**config.mk**
```make
export PLATFORM = sky130hd
export DESIGN_NAME = ccr_isqrt_pipe
export DESIGN_NICKNAME = d
export VERILOG_FILES = /design/src/hw/rtl/assert_macros.svh /design/src/hw/rtl/ccr_isqrt_pipe.sv
export SDC_FILE = /design/constraint.sdc
export NUM_CORES = 2
export LEC_CHECK = 0
export BUFFER_PORTS_ARGS = -buffer_cell sky130_fd_sc_hd__buf_2
export CORE_MARGIN = 2
export CORE_UTILIZATION = 57
export CTS_CLUSTER_DIAMETER = 40
export DETAILED_ROUTE_END_ITERATION = 8
export PLACE_DENSITY = 0.73
export SLEW_MARGIN = 20
export SYNTH_ARGS = -nofsm -noshare
export SYNTH_HDL_FRONTEND = slang
export SYNTH_SLANG_ARGS = --single-unit
```
**constraint.sdc**
```tcl
create_clock -name clk -period 3.8 [get_ports clk]
set_clock_uncertainty 0.05 [all_clocks]
set_input_delay 0.95 -clock clk [delete_from_list [all_inputs] [get_ports clk]]
set_output_delay 0.95 -clock clk [all_outputs]
set_load 0.05 [all_outputs]
```
**src/hw/rtl/assert_macros.svh**
```systemverilog
// Assertion helpers for the cylinder collision resolver RTL.
// Expects clk and active-low arst_n in the scope of each use.
`ifndef ASSERT_MACROS_SVH
`define ASSERT_MACROS_SVH

// Same-cycle implication.
`define CCR_ASSERT_IMP(name, ante, cons) \
	name: assert property (@(posedge clk) disable iff (!arst_n) (ante) |-> (cons)) \
		else $error("ccr assertion failed");

// Next-cycle implication.
`define CCR_ASSERT_NXT(name, ante, cons) \
	name: assert property (@(posedge clk) disable iff (!arst_n) (ante) |=> (cons)) \
		else $error("ccr assertion failed");

`endif

```
**src/hw/rtl/ccr_isqrt_pipe.sv**
```systemverilog
// Pipelined integer square root, one result bit per stage.
// No dependencies.
`timescale 1ns / 1ps

module ccr_isqrt_pipe #(
	parameter int IN_W = 64
) (
	input  logic              clk,
	input  logic              en,
	input  logic [IN_W-1:0]   din,
	output logic [IN_W/2-1:0] root
);

	localparam int NST = IN_W / 2;

	logic [IN_W-1:0] rem_q   [NST-1];
	logic [IN_W-1:0] root_q  [NST];
	logic [IN_W-1:0] rem_pv  [NST];
	logic [IN_W-1:0] root_pv [NST];
	logic [IN_W-1:0] rem_d   [NST];
	logic [IN_W-1:0] root_d  [NST];
	logic [IN_W-1:0] trial   [NST];
	logic [IN_W-1:0] bitv    [NST];

	assign rem_pv[0]  = din;
	assign root_pv[0] = '0;
	for (genvar k = 1; k < NST; k++) begin : g_link
		assign rem_pv[k]  = rem_q[k-1];
		assign root_pv[k] = root_q[k-1];
	end

	always_comb begin
		for (int k = 0; k < NST; k++) begin
			bitv[k]  = {{(IN_W-1){1'b0}}, 1'b1} << (2 * (NST - 1 - k));
			trial[k] = root_pv[k] + bitv[k];
			if (rem_pv[k] >= trial[k]) begin
				rem_d[k]  = rem_pv[k] - trial[k];
				root_d[k] = (root_pv[k] >> 1) + bitv[k];
			end else begin
				rem_d[k]  = rem_pv[k];
				root_d[k] = root_pv[k] >> 1;
			end
		end
	end

	always_ff @(posedge clk) begin
		if (en) begin
			for (int k = 0; k < NST; k++) root_q[k] <= root_d[k];
			for (int k = 0; k < NST - 1; k++) rem_q[k] <= rem_d[k];
		end
	end

	assign root = root_q[NST-1][NST-1:0];

endmodule

```
* Word level (Yosys, flattened, before mapping)
Memories as Yosys holds them, arrays and structs flattened. Cells that the tools add are included.
Storage, ports and cells: register bits 0, bits in latches 0, memory bits (writable) 4032, memory bits (read-only) 0, output and inout bits 32, memories 2
Memories:
- root_q | words 32, width 64, rd ports 32, clocked after memory_dff 0, write ports 32, line ccr_isqrt_pipe.sv:17 | logic [IN_W-1:0] root_q [NST];
- rem_q | words 31, width 64, rd ports 31, clocked after memory_dff 0, write ports 31, line ccr_isqrt_pipe.sv:16 | logic [IN_W-1:0] rem_q [NST-1];
Operators by class: add/sub/neg operators 93, multipliers 0, div/mod/pow operators 0, $lt $le $gt $ge 32, eq/ne operators 0, shift-type cells 0, muxes and demuxes 65, bitwise operators 0, reduce and logical (&&, ||, !) cells 0
Operator list (number):
- $mux 64 | 62
- $ge 64x64->1 | 31
- $sub 64x64->64 | 30
- $add 63x1->64 const B | 1
- $add 63x11->64 const B | 1
- $add 63x13->64 const B | 1
- $add 63x15->64 const B | 1
- $add 63x17->64 const B | 1
- $add 63x19->64 const B | 1
- $add 63x21->64 const B | 1
- $add 63x23->64 const B | 1
- $add 63x25->64 const B | 1
- $add 63x27->64 const B | 1
- $add 63x29->64 const B | 1
- $add 63x3->64 const B | 1
- $add 63x31->64 const B | 1
- $add 63x33->64 const B | 1
- $add 63x35->64 const B | 1
- $add 63x37->64 const B | 1
- $add 63x39->64 const B | 1
- $add 63x41->64 const B | 1
- $add 63x43->64 const B | 1
- $add 63x45->64 const B | 1
- $add 63x47->64 const B | 1
- other kinds (45) | 46

* Depth between registers and ports, before layout
An unclocked memory read counts as a cell.
depth in word-level cells 4, gate-level depth with buffers 14, mapped depth without buffers 12

* Worst setup path after synthesis
No wires, ideal clock.
path kind reg-to-reg, start point memory rem_q[13][49], in the netlist rem_q[0][881], end point memory rem_q[14][38], in the netlist rem_q[0][934] (data pin), setup time 0.260 ns, data arrival time 3.165 ns, data required time 3.490 ns, path slack 0.325 ns, cell stages (with the launch flop) 11, path buffers 1, period minus slack after synthesis 3.475 ns, path through edfxtp_1 -> ha_1 -> nor4_1 -> nand4_1 -> or4_1 -> or4_1 -> or3_1 -> a21o_1 -> nor2_2 -> buf_2 -> mux2_2
RTL lines (line):
- from (decl) | ccr_isqrt_pipe.sv:16

==> summary.md <==
| Metric | Value |
|---|---|
| Status | `completed` |
| Final WS setup | `0.0743 ns` |
| Synthesized flop and latch total | `2512` |
| # DRC | `0` |
| Crit Path Max Fanout | `5` |
| GP Congestion | `0.966` |
| Fillers | `15140` |
| PortBufs | `97` |
| Worst reg2reg setup slack | `0.07 ns` |
| Hold Path Depth | `1` |
| Pre-CTS WS | `-0.196 ns` |
| Maximum vdd drop | `0.546 mV` |
| Die Y | `466 microns` |
| R2R Path End | `rem_q[1][761]` |
| Final wirelength | `321 mm` |
| Initial DRC count | `9330` |
| Hold Path Origin | `din[18]` |
| Mapped Area | `122000 sq um` |
| Ports | `98` |
| Vias in the first global route | `79647` |
| Least-Margin Pin Slew | `0.998 ns` |
| Endpoint class of the critical path | `register` |
| Cts bufs inserted | `363` |
| Crit path max-delay cell type | `or4_1` |
| Worst path bufs/invs | `2` |
| CP Launch Type | `register` |
| Slowest stage delay, CP | `0.58 ns` |
| Worst path depth | `12` |
| Layout cells sized above 1 | `0.122` |
| Largest net degree at the start of global routing | `133` |
| Delay-heaviest family, CP | `simple AND/OR/NAND/NOR gates` |
| Cell Area, Placed | `129000 sq um` |
| First-pass GRT wire length | `481 mm` |
| Main synth FF type | `edfxtp_1` |
| Row count | `169` |
| Syn_nets | `10449` |
| Hpwl dp | `240 mm` |
| Total Routing Usage GR | `0.290` |
| Worst hold path type | `in2reg` |
| Critical Path RT | `4.41 ns` |
| Final setup vio count | `0` |
| Path type of the worst setup path | `reg2reg` |
| Final nets | `11152` |
| Via Count | `82878` |
| DR pass1 iterations | `6` |
| Die area | `217000 sq um` |
| Asr flop ratio synth | `0` |
| WL per Instance | `23.5 microns` |
| Starting density of the core | `0.574` |
| Post-layout instance area | `141000 sq um` |
| Initial antenna violation count | `19` |
| Min Clock Period, post-route | `3.73 ns` |
| Fin. max-slew vios | `0` |
| Sequential cell area | `75400 sq um` |
| Syn Area/Cell | `12.4 sq um` |
| Final hold vios | `0` |
| Max Buffers Root-to-Sink | `4` |
| Multi-input logic area | `43100 sq um` |
| CTS Sinks | `2512` |
| Worst Hold Slack | `0.103 ns` |
| Max_cap viols | `0` |
| Die width | `466 microns` |
| P&R area growth vs syn | `16.0%` |
| R2r startpoint | `root_q[1][660]` |
| Root Buffer | `clkbuf_16` |
| Fmax | `268 MHz` |
| Leak Pwr | `54.0 nW` |
| Worst Path Arrival | `4.34 ns` |
| Yosys warnings | `0` |
| Count of different cell masters after synthesis | `88` |
| EDFF count, synth | `2512` |
| Avg Vias per Cell | `6.08` |
| Max-slew headroom | `0.327` |
| Worst path cell trace | `inv_1, ha_1, and4_1, nand4_1, nor3_1, a21oi_2, a2111oi_2, buf_4, nor2_4, or4_1, a2111oi_4, xor2_1` |
| Synth Instances | `9825` |
| Worst min-delay path endpoint | `rem_q[0][18]` |
| Clk slew on worst S/H paths | `0.07 ns` |
| Worst reg2reg path depth | `12` |
| PwrDens | `647 nW/um^2` |
| Core area | `212000 sq um` |
| Tcrit/Tclk final | `0.980` |
| Post-synthesis sequential area ratio | `0.620` |
| CTS tree | `built` |
| GR Overflow Total | `0` |
| Final ANT Viol Nets | `0` |
| H-Tree Depth | `5` |
| Clock Latency Late Sink | `0.98 ns` |
| Post-CTS Hold Fix Bufs | `0` |
cell type report:
class	instances	share of cell area
tap	2821	0.0250
timing repair buffer	543	0.0307
clock buffer	391	0.0659
multi-input combinational	6390	0.305
sequential	2512	0.534
clock inverter	253	0.0196
antenna	7	0.000124
inverter	718	0.0191
worst max-delay path by stage:
stage | from | endpoint | slack, ns
3_3_place_gp | rem_q[1][748] | rem_q[1][825] | -0.58
3_5_place_dp | rem_q[1][746] | rem_q[1][823] | -0.20
6_report | root_q[1][660] | rem_q[1][761] | 0.07
4_1_cts | rem_q[1][669] | rem_q[1][761] | 0.003
2_1_floorplan | rem_q[0][881] | rem_q[0][934] | 0.33
5_1_grt | root_q[1][660] | rem_q[1][761] | -0.09
stage by stage:
step	cells	power [mW]	util	TNS (ns)
4_1_cts	13620	91.3	0.664	0
6_report	13635	91.3	0.665	0
2_1_floorplan	9825	50.4	-	0
3_3_place_gp	12974	57.6	0.607	-15.46
5_1_grt	13629	95.0	0.665	-0.246
3_5_place_dp	12974	57.8	0.607	-1.31
flip-flops by register name, summed over array words and instances (netlist names):
| signal | cells |
|---|---|
| rem_q | 1984 |
| root_q | 528 |
cell families after synthesis:
group,Yosys count,share of synthesized area
adder cells (fa/ha/maj),558,0.0574
XOR/XNOR,874,0.0629
AND/OR/NAND/NOR,2933,0.125
flip-flops,2512,0.620
multiplexers,83,0.00761
AO/OA/AOI/OAI,1940,0.0985
buffers and inverters,925,0.0288
placed cells by master, fill, tap and decap left out, types with 54 or more instances in the layout:
| cell type | n |
|---|---|
| nand4_1 | 185 |
| nor2_1 | 655 |
| a21oi_1 | 653 |
| buf_2 | 96 |
| a211oi_1 | 56 |
| inv_1 | 714 |
| o21a_1 | 109 |
| edfxtp_1 | 2512 |
| nand2_1 | 648 |
| nor4_1 | 336 |
| nand2b_1 | 95 |
| xor2_1 | 375 |
| ha_1 | 555 |
| mux2_2 | 76 |
| or3_1 | 99 |
| xnor2_1 | 498 |
| clkbuf_16 | 368 |
| o21ai_0 | 448 |
| a31oi_1 | 54 |
| buf_4 | 407 |
| nor2b_1 | 77 |
| nor3_1 | 274 |
| or4_1 | 64 |
| a21o_1 | 265 |
| nand3_1 | 156 |
synth_stat cells, drive strengths merged, types with 25 or more instances:
cell type,n,share of area
a2111oi,26,0.0020
nand4,185,0.0095
o21bai,50,0.0031
o211ai,37,0.0023
o21ai,454,0.019
nand3,156,0.0064
or4,67,0.0042
nor4b,55,0.0041
xnor2,499,0.036
nor3b,26,0.0016
and3,36,0.0019
nand4b,29,0.0021
a211oi,56,0.0035
nand2,648,0.020
clkbuf,182,0.0056
nand3b,42,0.0026
edfxtp,2512,0.62
and2,28,0.0014
inv,717,0.022
ha,558,0.057
a21o,265,0.016
o31ai,46,0.0028
nand2b,95,0.0049
o21a,109,0.0067
buf,25,0.0010
or3,101,0.0052
nor2,660,0.020
xor2,375,0.027
a211o,26,0.0019
nor3,277,0.011
nor4,347,0.018
a31oi,57,0.0029
or2,37,0.0019
nor2b,78,0.0040
a21oi,656,0.027
mux2,76,0.0070
routing by layer:
| layer | up-vias | global-route usage | wire, microns |
|---|---|---|---|
| met5 | - | 0 | 55 |
| met4 | 8 | 0.0976 | 11400 |
| met3 | 630 | 0.0384 | 21700 |
| met2 | 3293 | 0.464 | 149000 |
| met1 | 40564 | 0.411 | 138000 |
| li1 | 38383 | - | - |
power by group:
| group | switching [mW] | leakage, nW | internal, mW |
|---|---|---|---|
| logic | 11.5 | 24.0 | 8.17 |
| clock network | 12.8 | 5.82 | 20.4 |
| registers | 3.08 | 24.2 | 35.3 |
| total | 27.4 | 54.0 | 63.9 |
what timing repair did:
| item | CTS | global route |
|---|---|---|
| gates resized for setup | 6 | 44 |
| pin swaps | 3 | 8 |
| gates cloned | 1 | 1 |
| buffers inserted | 1 | 7 |
| endpoints found under the setup margin | 32 | 146 |
No activity file was read; power rests on OpenSTA's default activity.
