--- src/hw/rtl/assert_macros.svh ---
// Assertion helpers for the cylinder collision resolver RTL.
// Expects clk and active-low arst_n in the scope of each use.
`ifndef ASSERT_MACROS_SVH
`define ASSERT_MACROS_SVH

// Same-cycle implication.
`define CCR_ASSERT_IMP(name, ante, cons) \
	name: assert property (@(posedge clk) disable iff (!arst_n) (ante) |-> (cons)) \
		else $error("ccr assertion failed");

// Next-cycle implication.
`define CCR_ASSERT_NXT(name, ante, cons) \
	name: assert property (@(posedge clk) disable iff (!arst_n) (ante) |=> (cons)) \
		else $error("ccr assertion failed");

`endif

--- src/hw/rtl/ccr_delay.sv ---
// Enable-gated delay line for valid bits and sideband data.
// No dependencies.
`timescale 1ns / 1ps

module ccr_delay #(
	parameter int W     = 8,
	parameter int DEPTH = 4
) (
	input  logic         clk,
	input  logic         arst_n,
	input  logic         en,
	input  logic         din_valid,
	input  logic [W-1:0] din,
	output logic         dout_valid,
	output logic [W-1:0] dout
);

	logic         v_q [DEPTH];
	logic [W-1:0] d_q [DEPTH];

	always_ff @(posedge clk or negedge arst_n) begin
		if (!arst_n) begin
			for (int k = 0; k < DEPTH; k++) v_q[k] <= 1'b0;
		end else if (en) begin
			v_q[0] <= din_valid;
			for (int k = 1; k < DEPTH; k++) v_q[k] <= v_q[k-1];
		end
	end

	always_ff @(posedge clk) begin
		if (en) begin
			d_q[0] <= din;
			for (int k = 1; k < DEPTH; k++) d_q[k] <= d_q[k-1];
		end
	end

	assign dout_valid = v_q[DEPTH-1];
	assign dout       = d_q[DEPTH-1];

endmodule

--- config.mk ---
export PLATFORM = sky130hd
export DESIGN_NAME = ccr_delay
export DESIGN_NICKNAME = d
export VERILOG_FILES = /design/src/hw/rtl/assert_macros.svh /design/src/hw/rtl/ccr_delay.sv
export SDC_FILE = /design/constraint.sdc
export NUM_CORES = 1
export LEC_CHECK = 0
export BUFFER_PORTS_ARGS = -buffer_cell sky130_fd_sc_hd__buf_2
export CORE_MARGIN = 10
export CORE_UTILIZATION = 50
export DETAILED_ROUTE_END_ITERATION = 6
export PLACE_DENSITY = 0.72
export SLEW_MARGIN = 20
export SYNTH_ARGS = -nofsm -noshare
export SYNTH_HDL_FRONTEND = slang
export SYNTH_SLANG_ARGS = --single-unit
--- constraint.sdc ---
create_clock -name clk -period 1.66 [get_ports clk]
set_input_delay 0.249 -clock clk [delete_from_list [all_inputs] [get_ports clk]]
set_output_delay 0.249 -clock clk [all_outputs]
set_load 0.05 [all_outputs]
# Yosys cells after proc, flatten, opt, wreduce, memory -nomap -nowiden
# Memory sizes are Yosys's and may differ from the RTL's.
# Cells that the tools add are included.
[classes]
n_mux = 2
[ops]
columns = ["operator", "count"]
rows = [
  ["1-bit two-way mux", 2],
]
[word_totals]
output_inout_bits = 9
mem_count = 1
input_bits = 12
word_cells = 7
regBits = 4
mem_bits_rw = 32
[memory_table]
columns = ["name", "words", "word_bits", "rd", "rd_clocked_by_memory_dff", "write_ports", "line_no", "source"]
rows = [
  ["d_q", 4, 8, 4, 0, 4, "ccr_delay.sv:19", "logic [W-1:0] d_q [DEPTH];"],
]

# Longest topological paths before layout
# Gate-level depths: netlist of the first run.
[depth]
word_depth = 2
ltp_mapped = 1
ltp_nobuf = 1

# Least setup slack after synthesis of the first run
# Ideal clock, no wire load.
[synth_timing]
kind = "flip-flop to flip-flop"
startpoint = "register, netlist name dout_valid"
endpoint = "register v_q (netlist bit dout_valid)"
path_stages_with_launch = 2
period_less_slack_ns = 0.988
setup_time_ns = 0.125
arrival_ns = 0.863
setup_slack_ns = 0.672
t_required_ns = 1.535
n_path_buf = 0
path_cell_list = "dfrtp_1 mux2_2"
[synth_rtl]
columns = ["element", "line_no", "source"]
rows = [
  ["end, declared", "ccr_delay.sv:18", "logic v_q [DEPTH];"],
]

# Final worst setup path of the first run
[layout_timing]
startpoint = "register v_q (netlist bit dout_valid)"
endpoint = "output dout_valid"
[layout_rtl]
columns = ["element", "line_no", "source"]
rows = [
  ["end, declared", "ccr_delay.sv:14", "output logic dout_valid,"],
]
# No word-level cell between the ends.

==> run summary, run 1 <==
The logs give 487 for the via count of the first global-routing pass and 9 for the number of violations reported at the end of detailed-routing iteration 0. The core outline area is 2020 um^2. The clock tree root driver cell is sky130_fd_sc_hd__clkbuf_4. The Yosys step of the flow raised 0 warnings.

VDD sags by at most 0.000822 V. The total power density per cell area works out to 1220 nW/um^2. The floorplan die width came out at 67.0 um.

In the routed design, unresolved DRC markers number 0. The tools report the number of buffers added for setup after CTS as 0. The worst-case reg-to-reg path depth was 1. The slowest stage of the critical path belongs to the cell sky130_fd_sc_hd__dfrtp_1. Headroom to the max-slew limit came out at 71.8%. Global routing finished with a remaining overflow of 0. For this configuration, the core starts out at a cell density of 54.7%. The logs give 6.12 ps for the clock skew and 2 for the buffer levels on the longest clock path.

The top cell types in the final layout, fill and taps aside, are sky130_fd_sc_hd__edfxtp_1, sky130_fd_sc_hd__buf_2, sky130_fd_sc_hd__clkbuf_4. The die is 67.0 um tall. The run gives 856 um as the placed wire-length estimate. On the critical path the largest part of the delay comes from flip-flops.

The worst hold path begins at din[0]. The run gives 88.6 ps as the final hold slack. The tool flagged a number of max-cap violations equal to 0. In this run the critical register-to-register path is launched from v_q[2]. The worst reg2reg path endpoint was v_q[1]. For the synthesized netlist net count, the log shows 52. In this run the worst path has a maximum fanout of 2.

The hold violation count in the final report came out at 0. The synthesized instance count was 40; the ratio of final minimum period to clock period was 71.4%. The I/O pin count came out at 21. Setup repair after global routing left no endpoint under its margin. For the pin with the worst max-slew slack, the measured transition is 423 ps. The final sum of negative setup slack was 0 ps. Counting I/O delays and the setup requirement, the final critical path takes 1190 ps.

The arrival time of data at the critical path endpoint was 940 ps; the floorplan row count was 16. For the clock latency at the later pin of the worst-skew pair, the log shows 320 ps. The weighted congestion at the end of routability-driven global placement is 0.626, and the count of inserted antenna diode cells is 0.

The post-layout net count came out at 81. The signal on the critical path passes through buf_2. Cell count of the worst hold path: 1. The library cell used most frequently in the layout, excluding fill and tap cells, is sky130_fd_sc_hd__edfxtp_1. The detail route stage leaves a number of antenna-violating nets equal to 0. TritonCTS built the clock tree. Critical path capture point type: an output port. The count of filler cells inserted in the layout came out at 154. Endpoint with the worst hold slack: d_q[0][0]. The fraction of layout cells with a size suffix above 1 came out at 43.5%. Data on the critical path is required at its endpoint by 1410 ps. The post-synthesis sequential element count came out at 36. Clock tree synthesis found a total of 36 sinks. The largest net degree at the start of global routing is 20, and the number of buffer and inverter stages on the critical path is 1. Netlist area before placement: 1110 um^2. The die covers 4490 um^2.

Dividing the detail-routed wire length by the instance count gives 14.0 um. For this block, the via count after detailed routing is 454. Number of distinct library cells after synthesis: 3. The flow ran to the end, and the final reports show no timing, DRC or antenna violations. Before antenna repair, the detailed router went through 2 iterations. The tools report the initial antenna violation count as 0.

The run gives 0 as the count of pins over their slew limit. The logs give 95.9% for the sequential element share of the synthesized area and 0 for the number of failing setup endpoints in the final timing report. Clock transition at the registers of the reported paths: 90 ps. After synthesis, the mean cell area works out to 27.7 um^2.

The run gives 0.495 nW as the standby leakage power. Counting the buffers created by CTS gives 5. Port buffering added 20 buffers.

The via density per instance works out to 4.73. The critical path is of the register to output port type. The global router's overall resource usage is 6.87%.

The worst setup path is launched from a register. The H-tree was split into 2 levels. For this run, the slowest stage of the critical path takes 350 ps. Total wirelength of the detailed-routed design: 1.35 mm.

Derived from the worst setup path, the maximum achievable clock frequency is 0.843 GHz. For the internal reg-to-reg setup slack, the log shows 900 ps. The first global-routing pass estimated 2.18 mm of wire. Compared with the post-synthesis result, the final layout area differs by 18.9%.

The type of the most critical hold path was input pin to register.
-- where the power goes --
group,switching [mW],internal [mW]
Clock,0.247,0.147
Sequential,0.0193,1.06
Combinational,0.0919,0.0399
Total,0.358,1.25
-- area by class of cell --
| type | instances | area (um^2) | area share (%) |
|---|---|---|---|
| Multi-Input combinational cell | 4 | 45.0 | 3.43 |
| Clock buffer | 5 | 37.5 | 2.85 |
| Sequential cell | 36 | 1060 | 80.7 |
| Timing Repair Buffer | 22 | 130 | 9.90 |
| Clock inverter | 2 | 7.51 | 0.571 |
| Tap cell | 27 | 33.8 | 2.57 |
-- cells in the mapped netlist --
library cell	n	area, um^2
sky130_fd_sc_hd__edfxtp_1	32	961
sky130_fd_sc_hd__dfrtp_1	4	100
sky130_fd_sc_hd__mux2_2	4	45.0
-- kinds of logic (layout without fill, tap and decap cells) --
kind of cell | count (synthesis) | count (layout) | synth area share, %
buffers and inverters | 0 | 29 | 0
flip-flops | 36 | 36 | 95.9
multiplexers | 4 | 4 | 4.07
-- registers in the layout, summed over array words and instances (netlist names) --
signal and flops:
dout_valid 1, v_q 3, d_q 32
-- repair_timing --
action	4_1_cts	5_1_grt
gates resized for setup	0	0
hold buffers	1	0
endpoints found under the hold margin	4	0
-- worst max-delay path by stage --
stage,from,endpoint,slack (ps),cells after the start
detailed placement,en,d_q[3][6],520,2
CTS,dout_valid,dout_valid,450,1
global placement,en,d_q[3][6],550,2
floorplan,dout_valid,dout_valid,670,1
finish,dout_valid,dout_valid,470,1
global route,dout_valid,dout_valid,430,1
-- per-stage QoR --
step	std cells	cell area (um^2)	total power [mW]	setup WS (ps)	utilization, %
2_1_floorplan	40	1110	1.18	672	-
3_3_place_gp	88	1260	1.23	555	62.3
3_5_place_dp	88	1260	1.24	517	62.3
4_1_cts	96	1320	1.63	452	65.0
5_1_grt	96	1320	1.69	426	65.0
6_report	96	1320	1.61	474	65.0
-- routing by layer --
layer	vias to the layer above	wire (um)	track usage (%)
met3	4	185	6.19
met5	-	0	0
met1	212	535	6.82
met4	0	17	3.85
met2	22	608	9.48
li1	216	-	-
Note: power is estimated with default switching activity, not from simulation.
==> inputs of run 2 (changes only) <==
clock period = 1.1 ns   (was 1.66 ns; I/O delays follow)
==> run summary, run 2 (synthesis gave the netlist of run 1 again) <==
For the cell area after placement, the log shows 1260 um^2. Setup repair after global routing could not meet its margin everywhere. Headroom to the max-slew limit came out at 85.5%. The worst-case reg-to-reg path depth works out to 1.

The topmost layer with routed signal wires was met4. The finished layout holds 107 standard cells, fillers aside. The worst hold path passes through 2 cells.

The flow ran to the end, and the final reports show no timing, DRC or antenna violations. The run gives 968 um as the placed wire-length estimate. For this design the top-level I/O count stands at 21.

In this run the number of H-tree levels came out at 2. The initial antenna violation count is 0, and the count of clock tree sinks is 36. Of all nets on the critical path, the largest fanout is 2. The sum of routed wire segments on met1 came out at 534 um. The worst hold path begins at din_valid. The logs give 0.948 GHz for the maximum achievable frequency and 0 for the count of pins over their slew limit. The repair_antennas step left the layout with diodes totalling 0.

The clock skew was 8.28 ps. The number of buffer and inverter stages on the critical path came out at 1. The worst ir drop on vdd was 0.00127 V; the largest stage delay on the critical path was 410 ps. The via count of the first global-routing pass was 537. The floorplan step defined a die boundary enclosing 4490 um^2. Cells with a size suffix above 1 make up 42.5% of the layout.

In the layout the commonest cells are sky130_fd_sc_hd__edfxtp_1, sky130_fd_sc_hd__buf_2, sky130_fd_sc_hd__dlygate4sd3_1, sky130_fd_sc_hd__buf_6, sky130_fd_sc_hd__clkbuf_4. The detailed-routed wire length on met2 is 706 um. The reg-to-reg critical path startpoint is dout_valid. The routed length per placed instance is 13.3 um. TritonCTS built the clock tree.

For this design the ratio of total power to cell area is 1720 nW/um^2. After detailed routing, the met3 layer carries 174 um of wire. For this design, the slowest cell found on the critical path is sky130_fd_sc_hd__dfrtp_1. After detailed routing, the number of remaining DRC violations is 0. The cell sitting at the root of the clock tree is a sky130_fd_sc_hd__clkbuf_4. The ratio of final minimum period to clock period was 95.9%. After routing the design area is 1460 um^2. Row generation in the floorplan step produced 16 rows.

After global routing the overflow that remains totals 0. Counting I/O delays and the setup requirement, the final critical path takes 1050 ps. The tools report the initial standard-cell utilization of the core as 54.7%.

The worst setup path is captured at an output port. Endpoint with the worst hold slack: v_q[3]. Minimum setup slack in the final design: 45.4 ps.

Port buffering added 20 buffers. Type of origin of the critical path: a register. Traced cell by cell, the critical path runs through buf_6. Ranked by flip-flop count, first place goes to d_q. The setup check on the worst reg-to-reg path leaves a slack of 320 ps.

Entering global routing, the biggest net connects 19 pins. Prior to clock tree synthesis, the placed netlist has a worst setup slack of 180 ps. The clock reaches the later pin of the worst-skew pair after 320 ps. Via density per instance: 4.61. The first detailed-routing pass took 2 iterations. The hold violation count in the final report was 0. The core region is 2020 um^2.

Number of clock buffers inserted by TritonCTS: 5. The count of nets left with antenna violations once routing finished came out at 0. The design draws 2.51 mW. The logs give 940 ps for the critical path required time and 7.46% for the global router's overall resource usage. Counting along the longest clock path gives a buffer depth of 2.

The number of violations reported at the end of detailed-routing iteration 0 is 3, and the total wirelength of the detailed-routed design is 1.42 mm. Type of the most critical hold path: input pin to register. The worst setup path is of the register to output port kind. The slew at the pin closest to its max-slew limit works out to 218 ps. In this run the static leakage power is 0.558 nW.

The run gives 91 as the post-layout net count. The most frequent standard cell in the layout excluding fill and tap cells is sky130_fd_sc_hd__edfxtp_1. The congestion estimate from routability-driven global placement came to 0.657. Setup violations remaining at the end of the flow were counted as 0. The clock transition at the registers of the reported paths came out at 100 ps. The die is 67.0 um wide.

Counting the fill cells in the layout gives 135. Compared with the post-synthesis result, the final layout area differs by 32.0%. Detailed routing inserted a total of 493 vias. The number of max-capacitance violations reported is 0, and the global-route wire length before repair is 2.31 mm.

In this run the critical register-to-register path is captured at dout_valid. The tools report the number of placed instances with taps included as 90. The height of the chip works out to 67.0 um.

STA puts the critical path data arrival time at 890 ps. Top cell family by delay on the critical path: flip-flops. The register with the most flip-flops in the layout has 32 of them.
==> run 2: repair_timing <==
action                                 in CTS  in global routing
setup endpoints to repair                   2                  9
gates resized for setup                     3                 22
pin swaps                                   0                  0
buffers inserted                            0                  0
endpoints found under the hold margin      12                  0
hold buffers                                9                  0
==> run 2: per-layer routing <==
metal,up-vias,global-route usage [%]
li1,239,-
met1,229,5.79
met2,23,11.8
met3,2,6.86
met4,0,4.62
met5,-,0
==> run 2: power breakdown <==
part           leakage, nW  internal [mW]  total (mW)  switching [mW]
Sequential           0.360           1.61        1.64          0.0370
Clock               0.0324          0.234       0.617           0.383
Combinational        0.166          0.109       0.251           0.142
==> run 2: final cells by class <==
type                       count  area (um^2)  area share (%)
sequential                    36         1060            72.7
timing repair buffer          32          269            18.4
multi-input combinational      4         45.0            3.08
clock buffer                   5         37.5            2.57
tap                           27         33.8            2.31
clock inverter                 3         13.8           0.943
==> run 2: worst max path at each step <==
stage                          start         end  cells past startpoint
after floorplan           dout_valid  dout_valid                      1
final                     dout_valid  dout_valid                      1
after global routing      dout_valid  dout_valid                      1
after detailed placement          en      v_q[2]                      3
after global placement            en  dout_valid                      3
after CTS                  d_q[3][5]     dout[5]                      1
==> run 2: stage by stage <==
stage	hold slack (ps)	TNS (ps)	utilization (%)
2_1_floorplan	-131	0	-
3_3_place_gp	-31.9	0	62.4
3_5_place_dp	-23.4	0	62.4
4_1_cts	47.0	0	69.9
5_1_grt	39.8	-28.1	72.2
6_report	64.7	0	72.2
